### src/design/utf8_stream_decoder_core_assert.svh
// ----------------------------------------------------------------------------
// utf8 stream decoder assertion macros
// shared property wrappers, clocked and gated by the synchronous reset
// ----------------------------------------------------------------------------
`ifndef UTF8_STREAM_DECODER_CORE_ASSERT_SVH
`define UTF8_STREAM_DECODER_CORE_ASSERT_SVH

// same-cycle implication
`define U8D_ASSERT_NOW(label, clk, rst_n, ante, cons) \
    label: assert property (@(posedge clk) disable iff (!(rst_n)) (ante) |-> (cons)) \
        else $error("u8d assertion failed");

// next-cycle implication
`define U8D_ASSERT_NEXT(label, clk, rst_n, ante, cons) \
    label: assert property (@(posedge clk) disable iff (!(rst_n)) (ante) |=> (cons)) \
        else $error("u8d assertion failed");

`endif

### src/design/u8d_pkg.sv
// ----------------------------------------------------------------------------
// u8d_pkg
// shared types, constants and decode helpers of the utf8 stream decoder
// ----------------------------------------------------------------------------
package u8d_pkg;

    localparam int unsigned JobDepthDefault = 4;
    localparam int unsigned CpWidth         = 21;

    // one parse job: up to four raw bytes, byte 0 in the low lane
    typedef struct packed {
        logic [3:0][7:0] bytes;
        logic [2:0]      total;
        logic            last;
    } t_job;

    typedef struct packed {
        logic valid;
        t_job job;
    } t_job_req;

    // sequence length from the lead byte
    function automatic logic [2:0] seq_len(input logic [7:0] b);
        logic [2:0] len;
        if ((b & 8'hf8) == 8'hf0) begin
            len = 3'd4;
        end else if ((b & 8'hf0) == 8'he0) begin
            len = 3'd3;
        end else if ((b & 8'he0) == 8'hc0) begin
            len = 3'd2;
        end else begin
            len = 3'd1;
        end
        return len;
    endfunction

    // assemble a code point from len bytes starting at lane 0
    function automatic logic [CpWidth-1:0] decode_seq(input logic [3:0][7:0] b,
                                                      input logic [2:0]      len);
        logic [CpWidth-1:0] cp;
        unique case (len)
            3'd2:    cp = {10'd0, b[0][4:0], b[1][5:0]};
            3'd3:    cp = {5'd0, b[0][3:0], b[1][5:0], b[2][5:0]};
            3'd4:    cp = {b[0][2:0], b[1][5:0], b[2][5:0], b[3][5:0]};
            default: cp = {14'd0, b[0][6:0]};
        endcase
        return cp;
    endfunction

endpackage

### src/design/u8d_fifo.sv
// ----------------------------------------------------------------------------
// u8d_fifo
// short job queue between the byte front end and the result back end
// ----------------------------------------------------------------------------
module u8d_fifo
    import u8d_pkg::*;
#(
    parameter int unsigned DEPTH = JobDepthDefault
) (
    input  logic i_clk,
    input  logic i_rst_n,
    input  t_job_req i_wr,
    input  logic i_rd,
    output t_job o_rdata,
    output logic o_full,
    output logic o_empty
);

    localparam int unsigned PtrW = (DEPTH > 1) ? $clog2(DEPTH) : 1;
    localparam int unsigned CntW = $clog2(DEPTH + 1);

    t_job            r_mem [DEPTH];
    logic [PtrW-1:0] r_wr_ptr, n_wr_ptr;
    logic [PtrW-1:0] r_rd_ptr, n_rd_ptr;
    logic [CntW-1:0] r_cnt, n_cnt;
    logic            wr_en, rd_en;

    assign wr_en   = i_wr.valid && !o_full;
    assign rd_en   = i_rd && !o_empty;
    assign o_full  = (r_cnt == CntW'(DEPTH));
    assign o_empty = (r_cnt == '0);
    assign o_rdata = r_mem[r_rd_ptr];

    always_comb begin
        n_wr_ptr = r_wr_ptr;
        n_rd_ptr = r_rd_ptr;
        n_cnt    = r_cnt;
        if (wr_en) begin
            n_wr_ptr = (r_wr_ptr == PtrW'(DEPTH - 1)) ? '0 : r_wr_ptr + 1'b1;
        end
        if (rd_en) begin
            n_rd_ptr = (r_rd_ptr == PtrW'(DEPTH - 1)) ? '0 : r_rd_ptr + 1'b1;
        end
        if (wr_en && !rd_en) begin
            n_cnt = r_cnt + 1'b1;
        end else if (rd_en && !wr_en) begin
            n_cnt = r_cnt - 1'b1;
        end
    end

    always_ff @(posedge i_clk) begin
        if (!i_rst_n) begin
            r_wr_ptr <= '0;
            r_rd_ptr <= '0;
            r_cnt    <= '0;
        end else begin
            r_wr_ptr <= n_wr_ptr;
            r_rd_ptr <= n_rd_ptr;
            r_cnt    <= n_cnt;
        end
    end

    always_ff @(posedge i_clk) begin
        if (wr_en) begin
            r_mem[r_wr_ptr] <= i_wr.job;
        end
    end

endmodule

### src/design/u8d_front.sv
// ----------------------------------------------------------------------------
// u8d_front
// takes raw bytes, holds an unfinished sequence, hands out parse jobs
// ----------------------------------------------------------------------------
module u8d_front
    import u8d_pkg::*;
(
    input  logic     i_clk,
    input  logic     i_rst_n,
    input  logic     i_accept,
    input  logic [7:0] i_in_byte,
    input  logic     i_is_last,
    output t_job_req o_job
);

    logic [7:0] r_pend [3];
    logic [1:0] r_cnt, n_cnt;
    logic [3:0][7:0] buf_bytes;
    logic [2:0] total;
    logic [2:0] need;
    logic       emit;

    // held bytes followed by the new one, unused lanes zero
    always_comb begin
        buf_bytes = '0;
        for (int k = 0; k < 3; k++) begin
            if (2'(k) < r_cnt) begin
                buf_bytes[k] = r_pend[2'(k)];
            end
        end
        buf_bytes[r_cnt] = i_in_byte;
    end

    assign total = {1'b0, r_cnt} + 3'd1;
    assign need  = seq_len(buf_bytes[0]);
    // sequence complete, or text ends and the back end reparses
    assign emit  = (total >= need) || i_is_last;

    assign o_job.valid     = i_accept && emit;
    assign o_job.job.bytes = buf_bytes;
    assign o_job.job.total = total;
    assign o_job.job.last  = i_is_last;

    always_comb begin
        n_cnt = r_cnt;
        if (i_accept) begin
            n_cnt = emit ? 2'd0 : total[1:0];
        end
    end

    always_ff @(posedge i_clk) begin
        if (!i_rst_n) begin
            r_cnt <= '0;
        end else begin
            r_cnt <= n_cnt;
        end
    end

    always_ff @(posedge i_clk) begin
        if (i_accept && !emit) begin
            r_pend[r_cnt] <= i_in_byte;
        end
    end

endmodule

### src/design/u8d_back.sv
// ----------------------------------------------------------------------------
// u8d_back
// parses one job into code points, one per cycle while the result register is free or popped, into the result register
// ----------------------------------------------------------------------------
module u8d_back
    import u8d_pkg::*;
(
    input  logic i_clk,
    input  logic i_rst_n,
    input  logic i_job_avail,
    input  t_job i_job,
    output logic o_job_rd,
    input  logic i_pop,
    output logic o_valid,
    output logic [CpWidth-1:0] o_code_point,
    output logic [2:0] o_byte_count,
    output logic o_last_of_run,
    output logic o_end_of_text
);

    logic            r_busy, n_busy;
    logic [3:0][7:0] r_bytes, n_bytes;
    logic [2:0]      r_rem, n_rem;
    logic            r_last, n_last;
    logic            r_valid, n_valid;
    logic [CpWidth-1:0] r_cp;
    logic [2:0]      r_cnt;
    logic            r_lor, r_eot;

    logic       pop_ok;
    logic       adv;
    logic [2:0] lead_len;
    logic [2:0] len;
    logic       fin;
    logic       load;

    assign pop_ok   = i_pop && r_valid;
    assign adv      = r_busy && (!r_valid || pop_ok);
    assign lead_len = seq_len(r_bytes[0]);
    // a lead that does not fit in what remains counts as a single byte
    assign len      = (lead_len > r_rem) ? 3'd1 : lead_len;
    assign fin      = (len == r_rem);
    assign load     = i_job_avail && (!r_busy || (adv && fin));
    assign o_job_rd = load;

    always_comb begin
        n_busy  = r_busy;
        n_bytes = r_bytes;
        n_rem   = r_rem;
        n_last  = r_last;
        n_valid = r_valid;
        if (pop_ok) begin
            n_valid = 1'b0;
        end
        if (adv) begin
            n_valid = 1'b1;
            n_rem   = r_rem - len;
            n_bytes = r_bytes >> {len, 3'b000};
            if (fin) begin
                n_busy = 1'b0;
            end
        end
        if (load) begin
            n_busy  = 1'b1;
            n_bytes = i_job.bytes;
            n_rem   = i_job.total;
            n_last  = i_job.last;
        end
    end

    always_ff @(posedge i_clk) begin
        if (!i_rst_n) begin
            r_busy  <= 1'b0;
            r_valid <= 1'b0;
        end else begin
            r_busy  <= n_busy;
            r_valid <= n_valid;
        end
    end

    always_ff @(posedge i_clk) begin
        r_bytes <= n_bytes;
        r_rem   <= n_rem;
        r_last  <= n_last;
        if (adv) begin
            r_cp  <= decode_seq(r_bytes, len);
            r_cnt <= len;
            r_lor <= fin;
            r_eot <= fin && r_last;
        end
    end

    assign o_valid       = r_valid;
    assign o_code_point  = r_cp;
    assign o_byte_count  = r_cnt;
    assign o_last_of_run = r_lor;
    assign o_end_of_text = r_eot;

endmodule

### src/design/utf8_stream_decoder_core.sv
// ----------------------------------------------------------------------------
// utf8_stream_decoder_core
// utf8 byte stream in, one code point per sequence out
// ----------------------------------------------------------------------------
//
//  channel  | handshake            | beat payload
//  ---------+----------------------+------------------------------------------
//  input    | push / full          | in_byte, is_last
//  result   | pop / empty          | code_point, byte_count, last_of_run,
//           |                      | end_of_text
//
//  one input beat per cycle while the queue has room; a byte that completes
//  a sequence is queued as a job, loaded into the back end and decoded into
//  the result register; one result per cycle while results are popped, so
//  an unfinished sequence flushed at end of text yields up to three results;
//  the job queue absorbs it while the input keeps flowing until it fills
//  reset is synchronous active low and empties the queue, result register
//  and held-byte count; full rises only when the job queue is full
//
`include "utf8_stream_decoder_core_assert.svh"

module utf8_stream_decoder_core
    import u8d_pkg::*;
#(
    parameter int unsigned JOB_DEPTH = JobDepthDefault
) (
    input  logic       i_clk,
    input  logic       i_rst_n,
    // byte input
    input  logic       push,
    output logic       full,
    input  logic [7:0] i_in_byte,
    input  logic       i_is_last,
    // result output
    output logic       empty,
    input  logic       pop,
    output logic [CpWidth-1:0] o_code_point,
    output logic [2:0] o_byte_count,
    output logic       o_last_of_run,
    output logic       o_end_of_text
);

    t_job_req front_job;   // job handed from front end to the queue
    t_job     q_head;      // oldest queued job
    logic     q_full;
    logic     q_empty;
    logic     q_rd;
    logic     in_accept;
    logic     res_valid;

    // input beat taken whenever the queue has room
    assign full      = q_full;
    assign in_accept = push && !q_full;

    // front: keeps bytes of an unfinished sequence, emits a job when one
    // completes or the text ends
    u8d_front u_front (
        .i_clk     (i_clk),
        .i_rst_n   (i_rst_n),
        .i_accept  (in_accept),
        .i_in_byte (i_in_byte),
        .i_is_last (i_is_last),
        .o_job     (front_job)
    );

    // decoupling queue between classification and decode
    u8d_fifo #(
        .DEPTH (JOB_DEPTH)
    ) u_fifo (
        .i_clk   (i_clk),
        .i_rst_n (i_rst_n),
        .i_wr    (front_job),
        .i_rd    (q_rd),
        .o_rdata (q_head),
        .o_full  (q_full),
        .o_empty (q_empty)
    );

    // back: walks each job, one code point per cycle into the result register while it is free or popped
    u8d_back u_back (
        .i_clk         (i_clk),
        .i_rst_n       (i_rst_n),
        .i_job_avail   (!q_empty),
        .i_job         (q_head),
        .o_job_rd      (q_rd),
        .i_pop         (pop),
        .o_valid       (res_valid),
        .o_code_point  (o_code_point),
        .o_byte_count  (o_byte_count),
        .o_last_of_run (o_last_of_run),
        .o_end_of_text (o_end_of_text)
    );

    assign empty = !res_valid;

    // end of text is only ever flagged on the closing result of a byte
    `U8D_ASSERT_NOW(a_eot_closes_run, i_clk, i_rst_n, !empty && o_end_of_text, o_last_of_run)
    // queue occupancy is consistent
    `U8D_ASSERT_NOW(a_queue_sane, i_clk, i_rst_n, 1'b1, !(q_full && q_empty))
    // results of one byte follow each other with no gap
    `U8D_ASSERT_NEXT(a_run_no_gap, i_clk, i_rst_n, !empty && pop && !o_last_of_run, !empty)
    // every result covers one to four bytes
    `U8D_ASSERT_NOW(a_count_range, i_clk, i_rst_n, !empty, o_byte_count - 3'd1 <= 3'd3)

endmodule

### config.mk
export PLATFORM = sky130hd
export DESIGN_NAME = utf8_stream_decoder_core
export DESIGN_NICKNAME = d
export VERILOG_FILES = /design/src/design/u8d_pkg.sv /design/src/design/u8d_fifo.sv /design/src/design/u8d_front.sv /design/src/design/u8d_back.sv /design/src/design/utf8_stream_decoder_core.sv
export VERILOG_INCLUDE_DIRS = /design/src /design/src/design
export SDC_FILE = /design/constraint.sdc
export NUM_CORES = 1
export LEC_CHECK = 0
export CAP_MARGIN = 15
export CELL_PAD_IN_SITES_DETAIL_PLACEMENT = 0
export CELL_PAD_IN_SITES_GLOBAL_PLACEMENT = 1
export CORE_ASPECT_RATIO = 1.75
export CORE_UTILIZATION = 59
export CTS_CLUSTER_SIZE = 20
export DETAILED_ROUTE_END_ITERATION = 10
export DONT_BUFFER_PORTS = 1
export GPL_ROUTABILITY_DRIVEN = 0
export PLACE_DENSITY = 0.87
export RECOVER_POWER = 100
export SETUP_SLACK_MARGIN = 0.4
export SLEW_MARGIN = 20
export SYNTH_ARGS = -nofsm -noshare
export SYNTH_HDL_FRONTEND = slang
export SYNTH_HIERARCHICAL = 1
export SYNTH_SLANG_ARGS = --single-unit
### constraint.sdc
create_clock -name i_clk -period 8.44 [get_ports i_clk]
set_clock_uncertainty 0.15 [all_clocks]
set_input_delay 0.844 -clock i_clk [delete_from_list [all_inputs] [get_ports i_clk]]
set_output_delay 0.844 -clock i_clk [all_outputs]
set_load 0.01 [all_outputs]
== Word-level counts from Yosys, hierarchy flattened ==
Memories as Yosys holds them, arrays and structs flattened. A register that Yosys moved wholly into a read port is not among the register bits.
Cells that the tools add are included.

* Input port bits: 13
* Memory bits (writable): 168
* Bits in latches: 0
* Bits in registers: 73
* Word-level logic and storage cells: 108
* Output and inout bits: 28
* Memories: 2
* ROM bits: 0

* Add/sub/neg operators: 6
* Multiplexer cells: 34
* Equal/unequal tests: 13
* Bitwise operators: 0
* Shift operators: 1
* Multiply operators: 0
* Magnitude comparators: 7
* Divide/modulo/power cells: 0
* Reduce and logical (&&, ||, !) cells: 29

{| class="wikitable"
|+ Memories
! name !! words !! width !! rd ports !! clocked after Yosys merged registers in !! write ports !! line !! text
|-
| u_fifo.r_mem || 4 || 36 || 1 || 1 || 1 || u8d_fifo.sv:22 || <nowiki>t_job r_mem [DEPTH];</nowiki>
|-
| u_front.r_pend || 3 || 8 || 3 || 0 || 1 || u8d_front.sv:16 || <nowiki>logic [7:0] r_pend [3];</nowiki>
|}

{| class="wikitable"
|+ Operators by type and width
! operator !! number
|-
| $mux 32 || 2
|-
| $pmux 21 s3 || 1
|-
| $bwmux 32 || 1
|-
| $mux 8 || 4
|-
| $shr 32x6->32 || 1
|-
| $mux 3 || 8
|-
| $demux 8 s2 || 1
|-
| $mux 2 || 8
|-
| $logic_and 1x1->1 || 13
|-
| $eq 3x3->1 const B || 4
|-
| $eq 5x5->1 const B || 2
|-
| $mux 1 || 9
|-
| $eq 4x4->1 const B || 2
|-
| $reduce_bool 2->1 || 4
|-
| $logic_not 1->1 || 7
|-
| $eq 3x2->1 const B || 2
|-
| $add 2x1->2 const B || 2
|-
| $eq 2x2->1 const B || 2
|-
| $lt 1x2->1 const A || 2
|-
| $add 2x1->3 const B || 1
|-
| $add 3x1->3 const B || 1
|-
| $eq 3x3->1 || 1
|-
| $ge 3x3->1 || 1
|-
| $gt 3x3->1 || 1
|-
| other kinds (8) || 10
|}

== Longest topological paths before layout ==
Gate-level depths: netlist of run 1.

* Depth after elaboration: 17
* Gate-level depth with buffers: 22
* Depth with buffers taken out: 19

== Cells and area by module ==
Netlist of run 1, hierarchy kept.

{| class="wikitable"
|+ Modules (own cells, without submodules)
! module !! area an instance (sq um) !! cells each !! times used !! seq. area each (sq um)
|-
| u8d_fifo || 5729.2 || 239 || 1 || 4504.3
|-
| u8d_back || 3261.9 || 274 || 1 || 1901.8
|-
| u8d_front || 1341.3 || 103 || 1 || 760.7
|-
| utf8_stream_decoder_core || 21.3 || 3 || 1 || 0.0
|}

== Worst setup path after synthesis of run 1 ==
OpenSTA, ideal clock, no wires.

* Path type: reg2reg
* Start point: register u_back/r_bytes[3] (netlist bit)
* End point: register u_fifo.r_cnt[2]
* Stages on the path, launching flop included: 23
* Library setup time: 0.076 ns
* Clock period less this slack: 4.703 ns
* Slack: 3.737 ns
* Data arrival time: 4.477 ns
* Required time: 8.214 ns
* Buffers on the path: 3
* Cell sequence: edfxtp_1 nand2b_1 a21oi_2 ha_1 or3_4 o21a_1 o211a_1 buf_2 buf_6 inv_1 ha_1 nand3_1 o21ai_2 nand2_1 inv_2 buf_2 o31ai_1 ha_1 inv_1 fa_1 xor2_1 or3_1 a21boi_0

* Word-level cells in the longest chain between the ends: 12
* Elaborated cells between the ends (all ways): 14
* Those cells by class: order compare: 1; eq/ne: 2; mux: 3; reduce/logical: 8

{| class="wikitable"
|+ RTL lines
! element !! line !! text
|-
| from (decl) || u8d_back.sv:22 || <nowiki>logic [3:0][7:0] r_bytes, n_bytes;</nowiki>
|-
| from (signal assigned) || u8d_back.sv:82 || <nowiki>r_bytes <= n_bytes;</nowiki>
|-
| $eq 5x5->1 * || u8d_pkg.sv:25 || <nowiki>if ((b & 8'hf8) == 8'hf0) begin</nowiki>
|-
| $mux 3 * || u8d_pkg.sv:25 ||
|-
| $gt 3x3->1 || u8d_back.sv:41 || <nowiki>assign len = (lead_len > r_rem) ? 3'd1 : lead_len;</nowiki>
|-
| $mux 3 * || u8d_back.sv:41 ||
|-
| via u_back.len[0] || u8d_back.sv:33 || <nowiki>logic [2:0] len;</nowiki>
|-
| $eq 3x3->1 * || u8d_back.sv:42 || <nowiki>assign fin = (len == r_rem);</nowiki>
|-
| $logic_and 1x1->1 * || u8d_back.sv:43 || <nowiki>assign load = i_job_avail && (!r_busy || (adv && fin));</nowiki>
|-
| $logic_or 1x1->1 * || u8d_back.sv:43 ||
|-
| $logic_and 1x1->1 * || u8d_back.sv:43 ||
|-
| via q_rd || utf8_stream_decoder_core.sv:47 || <nowiki>logic q_rd;</nowiki>
|-
| $logic_and 1x1->1 * || u8d_fifo.sv:29 || <nowiki>assign rd_en = i_rd && !o_empty;</nowiki>
|-
| $logic_not 1->1 || u8d_fifo.sv:44 || <nowiki>if (wr_en && !rd_en) begin</nowiki>
|-
| $logic_and 1x1->1 || u8d_fifo.sv:44 ||
|-
| $mux 3 / $reduce_bool 2->1 (equally long branches) || -- ||
|-
| to (signal assigned) || u8d_fifo.sv:59 || <nowiki>r_cnt <= n_cnt;</nowiki>
|-
| to (decl) || u8d_fifo.sv:25 || <nowiki>logic [CntW-1:0] r_cnt, n_cnt;</nowiki>
|}

Mark *: on every way through the listed nets, which the timed path passes. The rest lies on a longest branch.
A chain may end at the register's enable or synchronous reset.

== Worst setup path after layout of run 1 ==
Ends and elaborated chain as after synthesis.

==> impl_metrics.csv, run 1 <==
group,metric,value,unit
critical_path,arrival,6.61,ns
pwr,p_leak,3.74,nW
timing,setup_viol,0,
clock_tree,h-tree-depth,1,
drt,wl,19300,um
critical_path,crit_family,"compound AO/OA/AOI/OAI gates",
timing,finalCritPeriodShare,0.750,
critical_path,cp_slowest_cell,"a21oi_1",
critical_path,crit_chain,"nand2b_1 -> a21oi_1 -> ha_1 -> or3_1 -> o21a_1 -> o211a_1 -> inv_1 -> ha_1 -> nand3_1 -> o21ai_0 -> buf_4 -> nand2_1 -> inv_1 -> o31ai_1 -> ha_1 -> inv_1 -> fa_1 -> xor2_1 -> or3_1 -> a21boi_0",
run,cap_viol_max_count,5,
global_route,grt-ovfl-total,0,
logic_synthesis,synth_top_area_frac,0.667,
timing,period_minus_slack,6.33,ns
floorplanning,die_w,102,um
place,place_area,10500,sq um
pwr,p_sw_frac,0.320,
logic_synthesis,synth_fa_ha_area_frac,0.0244,
finish,layout.nets,648,
floorplanning,die_y,177,um
floorplanning,core,17000,sq um
timing,rsz0062_at_grt,"false",
timing,drv_slew,185,
drt,drc,0,
pwr,power_frac_seq,0.493,
timing,fin_setup_tns,0,ns
place,portBuffers,0,
clock_tree,clk_path_buf_depth,3,
status,status,"complete, but fails checks",
finish,design_area,11100,sq um
critical_path,cp_max_fo,34,
clock_tree,post-cts-setup-buffer-count,0,
finish,area_growth,6.82,%
clock_tree,clkTransAtPathRegs,0.06,ns
global_route,grt_pass1_wl,31000,um
clock_tree,hold_buffers,0,
logic_synthesis,synth_nets,651,
pwr,power.switching,1.22,mW
logic_synthesis,avgSynthCellArea,16.7,sq um
place,hpwl,12600,um
finish,ff_latch_area,7170,sq um
logic_synthesis,synthMuxAreaShare,0.0929,
drt,viasPerCell,6.36,
finish,multiInputGateArea,2800,sq um
critical_path,cp.required,8.72,ns
timing,hold_violations,0,
logic_synthesis,synth_top_cell_by_area,"edfxtp_1",
critical_path,crit_type,"flop to flop",
finish,antenna_cells,0,
clock_tree,cts_resized,0,
min_path,hold_class,"input port to flop",
global_route,grt_pass1_vias,5626,
critical_path,path_buf_inv,4,
clock_tree,cts_sinks,243,
pwr,p_comb_frac,0.270,
logic_synthesis,synthSimpleGateAreaFrac,0.0621,
global_route,grt_max_degree,37,
pwr,p_int,2.60,mW
pwr,p_clk_frac,0.237,
critical_path,slowest_delay,0.61,ns
clock_tree,cts_tree,"yes",
floorplanning,dieArea,18100,sq um
logic_synthesis,synthCells,619,
finish,fillers,1187,
drt,vias,5461,
floorplanning,initial_core_util,0.608,
global_route,grtUsageTotal,0.230,
timing,slew_headroom,-0.990,
floorplanning,num_rows,63,
critical_path,end_kind,"flop",
logic_synthesis,ys_seq_elements,243,
finish,final_cell_mix,"230 x edfxtp_1, 34 x o21ai_0, 31 x nand2_1",
logic_synthesis,mappedNetlistArea,10400,sq um
finish,drive_above_1_share,0.109,
logic_synthesis,synth-compound-area-share,0.0920,
pwr,power_density,346,nW/um^2
critical_path,start_kind,"flop",
logic_synthesis,ys_types,61,
finish,final_common_cell,"edfxtp_1",
logic_synthesis,synth_async_sr_flop_share,0,
clock_tree,root_buffer,"clkbuf_16",
logic_synthesis,synth_area_leaders,"edfxtp_1 67%, mux4_2 6.5%, dfxtp_1 2.5%, ha_1 2.1%, a22o_1 1.7%",
logic_synthesis,ys_warn_count,6,
pwr,vdd_drop_max,0.000188,V
status,violations,"max-capacitance violations, max-slew violations",
floorplanning,top_level_ports,41,
logic_synthesis,synth_top_family_by_area,"multiplexers",
timing,max_freq,158,MHz
logic_synthesis,synth_xor_area_frac,0.00254,
drt,dr.pass1.iters,5,
timing,timing_worst_slew_pin_value,2.98,ns
logic_synthesis,yosys_most_used_dff,"edfxtp_1",
logic_synthesis,ys_seq_area_frac,0.692,
clock_tree,insertion_delay,0.50,ns
drt,drt_iter0_markers,305,
logic_synthesis,synth_edf_count,230,
clock_tree,numCtsBuffers,22,
global_route,grt_antenna_before_repair,0,
drt,ant_nets,0,
drt,wire_per_inst,22.5,um
==> final timing paths <==
check / from / slack (ns) / cells past startpoint / to
max: u_back/r_bytes[3]$_DFFE_PP_ / 2.11 / 20 / u_fifo/r_cnt[2]$_SDFFE_PN0P_
min: i_in_byte[1] / 0.29 / 0 / u_front/r_pend[1][1]$_DFFE_PP_
max reg2reg: u_back/r_bytes[3]$_DFFE_PP_ / 2.11 / 20 / u_fifo/r_cnt[2]$_SDFFE_PN0P_
min reg2reg: u_back/r_busy$_SDFFE_PN0P_ / 0.35 / 2 / u_back/o_valid$_SDFFE_PN0P_
==> layer usage <==
metal  up-vias  routed length, um  GRT usage
li1       2471                  -          -
met1      2754               7200      0.287
met2       190              10600      0.398
met3        46                977     0.0371
met4         0                562     0.0851
met5         -                  0          0
==> flip-flops by register name, indices dropped and copies added (netlist names), 3 cells and up, named ones only <==
signal,cells
u_fifo/r_cnt,3
u_back/o_byte_count,3
u_front/r_pend,24
u_back/o_code_point,21
u_back/r_bytes,32
u_fifo/r_mem,144
u_back/r_rem,3
==> power groups by stage <==
stage	Sequential, mW	Combinational (mW)	Clock, mW
floorplan	1.84	0.853	0
global route	1.91	1.15	0.975
global placement	1.88	1.01	0
finish	1.89	1.03	0.906
detailed placement	1.90	1.05	0
CTS	1.88	1.06	0.926
==> kinds of logic after synthesis <==
kind of cell | count (synthesis)
DFF | 243
AOI/OAI and AO/OA | 126
buffers and inverters | 64
muxes | 48
and+or+nand+nor | 116
adders and majority gates | 19
xor gates and xnor gates | 3
==> through the flow <==
| step | setup slack (ns) | cells | util | total power, mW | hold slack, ns |
|---|---|---|---|---|---|
| global route | 1.56 | 859 | 0.650 | 4.04 | 0.267 |
| detailed placement | 2.63 | 818 | 0.614 | 2.95 | 0.365 |
| floorplan | 3.74 | 619 | - | 2.69 | 0.318 |
| CTS | 2.60 | 858 | 0.652 | 3.86 | 0.267 |
| finish | 2.11 | 859 | 0.650 | 3.82 | 0.285 |
| global placement | 2.96 | 818 | 0.614 | 2.90 | 0.326 |
==> cells in the mapped netlist, types with 2 or more instances <==
cell and instances:
nand2_1 29, edfxtp_1 230, o211ai_1 10, mux4_2 30, mux2i_1 5, mux4_1 6, o31ai_1 4, a222oi_1 10
a21boi_0 4, nor2_1 5, dfxtp_1 13, nor2b_1 4, xnor2_1 2, o21ai_0 31, o2111ai_1 7, nor3_1 3
a22oi_1 15, inv_2 2, buf_12 3, nand2b_1 5, and3_1 13, and2_1 20, mux2_2 7, nand3_1 24
o21ai_1 3, inv_1 25, a2bb2oi_1 7, a21oi_1 3, clkbuf_1 15, o21a_1 2, a22o_1 20, buf_6 4
fa_1 2, ha_1 17, buf_2 12, and2_4 2
==> layout make-up <==
class                           instances  share of cell area
Timing Repair Buffer                   10             0.00475
Sequential cell                       243               0.648
Clock inverter                          9             0.00407
Tap cell                              227              0.0257
Clock buffer                           31              0.0548
Multi-Input combinational cell        312               0.253
Inverter                               27             0.00916
(Power assumes the default switching activity.)
==> inputs of run 2 (changes only) <==
CORE_UTILIZATION = 49   (was 59)
PLACE_DENSITY = 0.77   (was 0.87)
clock period = 5.05 ns   (was 8.44 ns; I/O delays follow)
==> run 2 against run 1 <==
Compared with the run above:
- the flow finishes with violations (design-rule violations)
- count of clock-buffer cells in the layout is 7 lower
- setup slack worse by 1.6 ns
- sequential power is 68% higher
- sequential share of layout area is 1.7 points lower
- cell area is 2.7% higher
- via count is 1.7% higher
- non-clock buffer count is 20 higher
- critical path depth is 1 lower
- critical path type unchanged
- highest routed layer unchanged
==> impl_metrics.csv, run 2 (synthesis gave the netlist of run 1 again) <==
group,metric,value,unit
finish,fin_util,0.545,
timing,rsz0062_at_grt,"false",
timing,hold_violations,0,
min_path,holdPathStages,1,
place,dp_cells,848,
clock_tree,root_buffer,"clkbuf_16",
finish,fin_cells,904,
drt,vias,5554,
place,preCtsSetupSlack,0.435,ns
critical_path,cp.depth,19,
finish,final_cell_mix,"230 x edfxtp_1, 33 x o21ai_0, 31 x nand2_1",
drt,viasPerCell,6.14,
timing,finalCritPeriodShare,0.902,
critical_path,rr_worst_depth,19,
finish,area_growth,9.69,%
critical_path,arrival,4.84,ns
clock_tree,numCtsBuffers,22,
drt,wire_per_inst,22.7,um
timing,fin_setup_tns,0,ns
timing,setup_viol,0,
floorplanning,core,20800,sq um
timing,period_minus_slack,4.55,ns
global_route,grt_max_degree,37,
pwr,finalPower,6.64,mW
finish,layout.nets,668,
drt,drc,3,
pwr,power_density,584,nW/um^2
critical_path,start_kind,"flop",
global_route,grt-ovfl-total,0,
drt,drt_iter0_markers,366,
finish,regMostFlops,"u_fifo/r_mem",
finish,final_common_cell,"edfxtp_1",
drt,wl,20600,um
drt,ant_nets,0,
critical_path,cp_slowest_cell,"edfxtp_1",
critical_path,cp_max_fo,8,
floorplanning,num_rows,70,
global_route,grt_pass1_vias,5678,
floorplanning,dieArea,21700,sq um
drt,dr.pass1.iters,10,
clock_tree,cts_sinks,243,
global_route,grtUsageTotal,0.194,
global_route,grt_antenna_before_repair,0,
finish,fillers,1653,
finish,largest_registers,"u_fifo/r_mem x144, u_back/r_bytes x32, u_front/r_pend x24",
critical_path,end_kind,"flop",
critical_path,path_buf_inv,3,
pwr,p_leak,3.88,nW
finish,largest_reg_flops,144,
critical_path,crit_chain,"nand2b_1 -> a21oi_1 -> ha_1 -> or3_4 -> o21a_2 -> o211a_1 -> inv_1 -> ha_1 -> nand3_1 -> o21ai_2 -> nand2_1 -> inv_2 -> o31ai_2 -> ha_1 -> inv_1 -> fa_1 -> xor2_1 -> or3_1 -> a21boi_1",
finish,antenna_cells,0,
critical_path,slowest_delay,0.46,ns
run,cap_viol_max_count,0,
timing,drv_slew,0,
status,violations,"design-rule violations",
critical_path,cp.required,5.34,ns
critical_path,crit_type,"flop to flop",
critical_path,crit_top_cell,"ha_1",
clock_tree,cts_tree,"yes",
floorplanning,die_w,112,um
finish,drive_above_1_share,0.141,
clock_tree,insertion_delay,0.51,ns
floorplanning,die_y,194,um
floorplanning,top_level_ports,41,
min_path,hold_class,"input port to flop",
place,portBuffers,0,
status,status,"complete, but fails checks",
global_route,grt_pass1_wl,31900,um
clock_tree,clk_path_buf_depth,3,
timing,timing_worst_slew_pin_value,1.15,ns
timing,max_freq,220,MHz
timing,setup_ws,0.497,ns
pwr,vdd_drop_max,0.000331,V
timing,slew_headroom,0.229,
place,hpwl,13600,um
clock_tree,h-tree-depth,1,
floorplanning,initial_core_util,0.497,
critical_path,crit_family,"adder cells",
clock_tree,clkTransAtPathRegs,0.06,ns
run 2: through the flow:
step	hold WS, ns	instance area, sq um
3_5_place_dp	0.358	10500
4_1_cts	0.0162	11400
3_3_place_gp	0.326	10500
6_report	0.0326	11400
2_1_floorplan	0.318	10400
5_1_grt	0.0230	11400
run 2: where the power goes:
| part | total (mW) | internal (mW) | switching (mW) |
|---|---|---|---|
| sequential | 3.17 | 2.85 | 0.321 |
| combinational | 1.80 | 0.706 | 1.10 |
| clock | 1.67 | 0.958 | 0.709 |
| total | 6.64 | 4.51 | 2.13 |
run 2: what timing repair did:
item                       CTS  global route
setup endpoints to repair    0             1
resized for setup            0             6
hold endpoints to repair    36             0
buffers inserted             0             6
hold buffers                10             0
run 2: routing by layer:
layer / up-vias / track usage / part of all wire
met3: 43 / 0.0302 / 0.044
met1: 2834 / 0.212 / 0.36
met5: - / 0 / 0
li1: 2513 / - / -
met4: 0 / 0.0606 / 0.028
met2: 164 / 0.376 / 0.56
run 2: layout make-up:
class | instances | area, sq um | area share
clock buffer | 24 | 558 | 0.0491
clock inverter | 16 | 170 | 0.0150
inverter | 27 | 101 | 0.00892
multi-input combinational | 312 | 2820 | 0.249
sequential | 243 | 7170 | 0.631
tap | 252 | 315 | 0.0278
timing repair buffer | 30 | 223 | 0.0196
run 2: final timing paths:
kind	endpoint	start	slack [ns]
worst max-delay path	u_fifo/r_cnt[2]$_SDFFE_PN0P_	u_back/r_bytes[3]$_DFFE_PP_	0.50
worst min-delay path	u_front/r_cnt[1]$_SDFFE_PN0P_	i_rst_n	0.03
worst max register to register	u_fifo/r_cnt[2]$_SDFFE_PN0P_	u_back/r_bytes[3]$_DFFE_PP_	0.50
worst min register to register	u_back/o_valid$_SDFFE_PN0P_	u_back/r_busy$_SDFFE_PN0P_	0.37
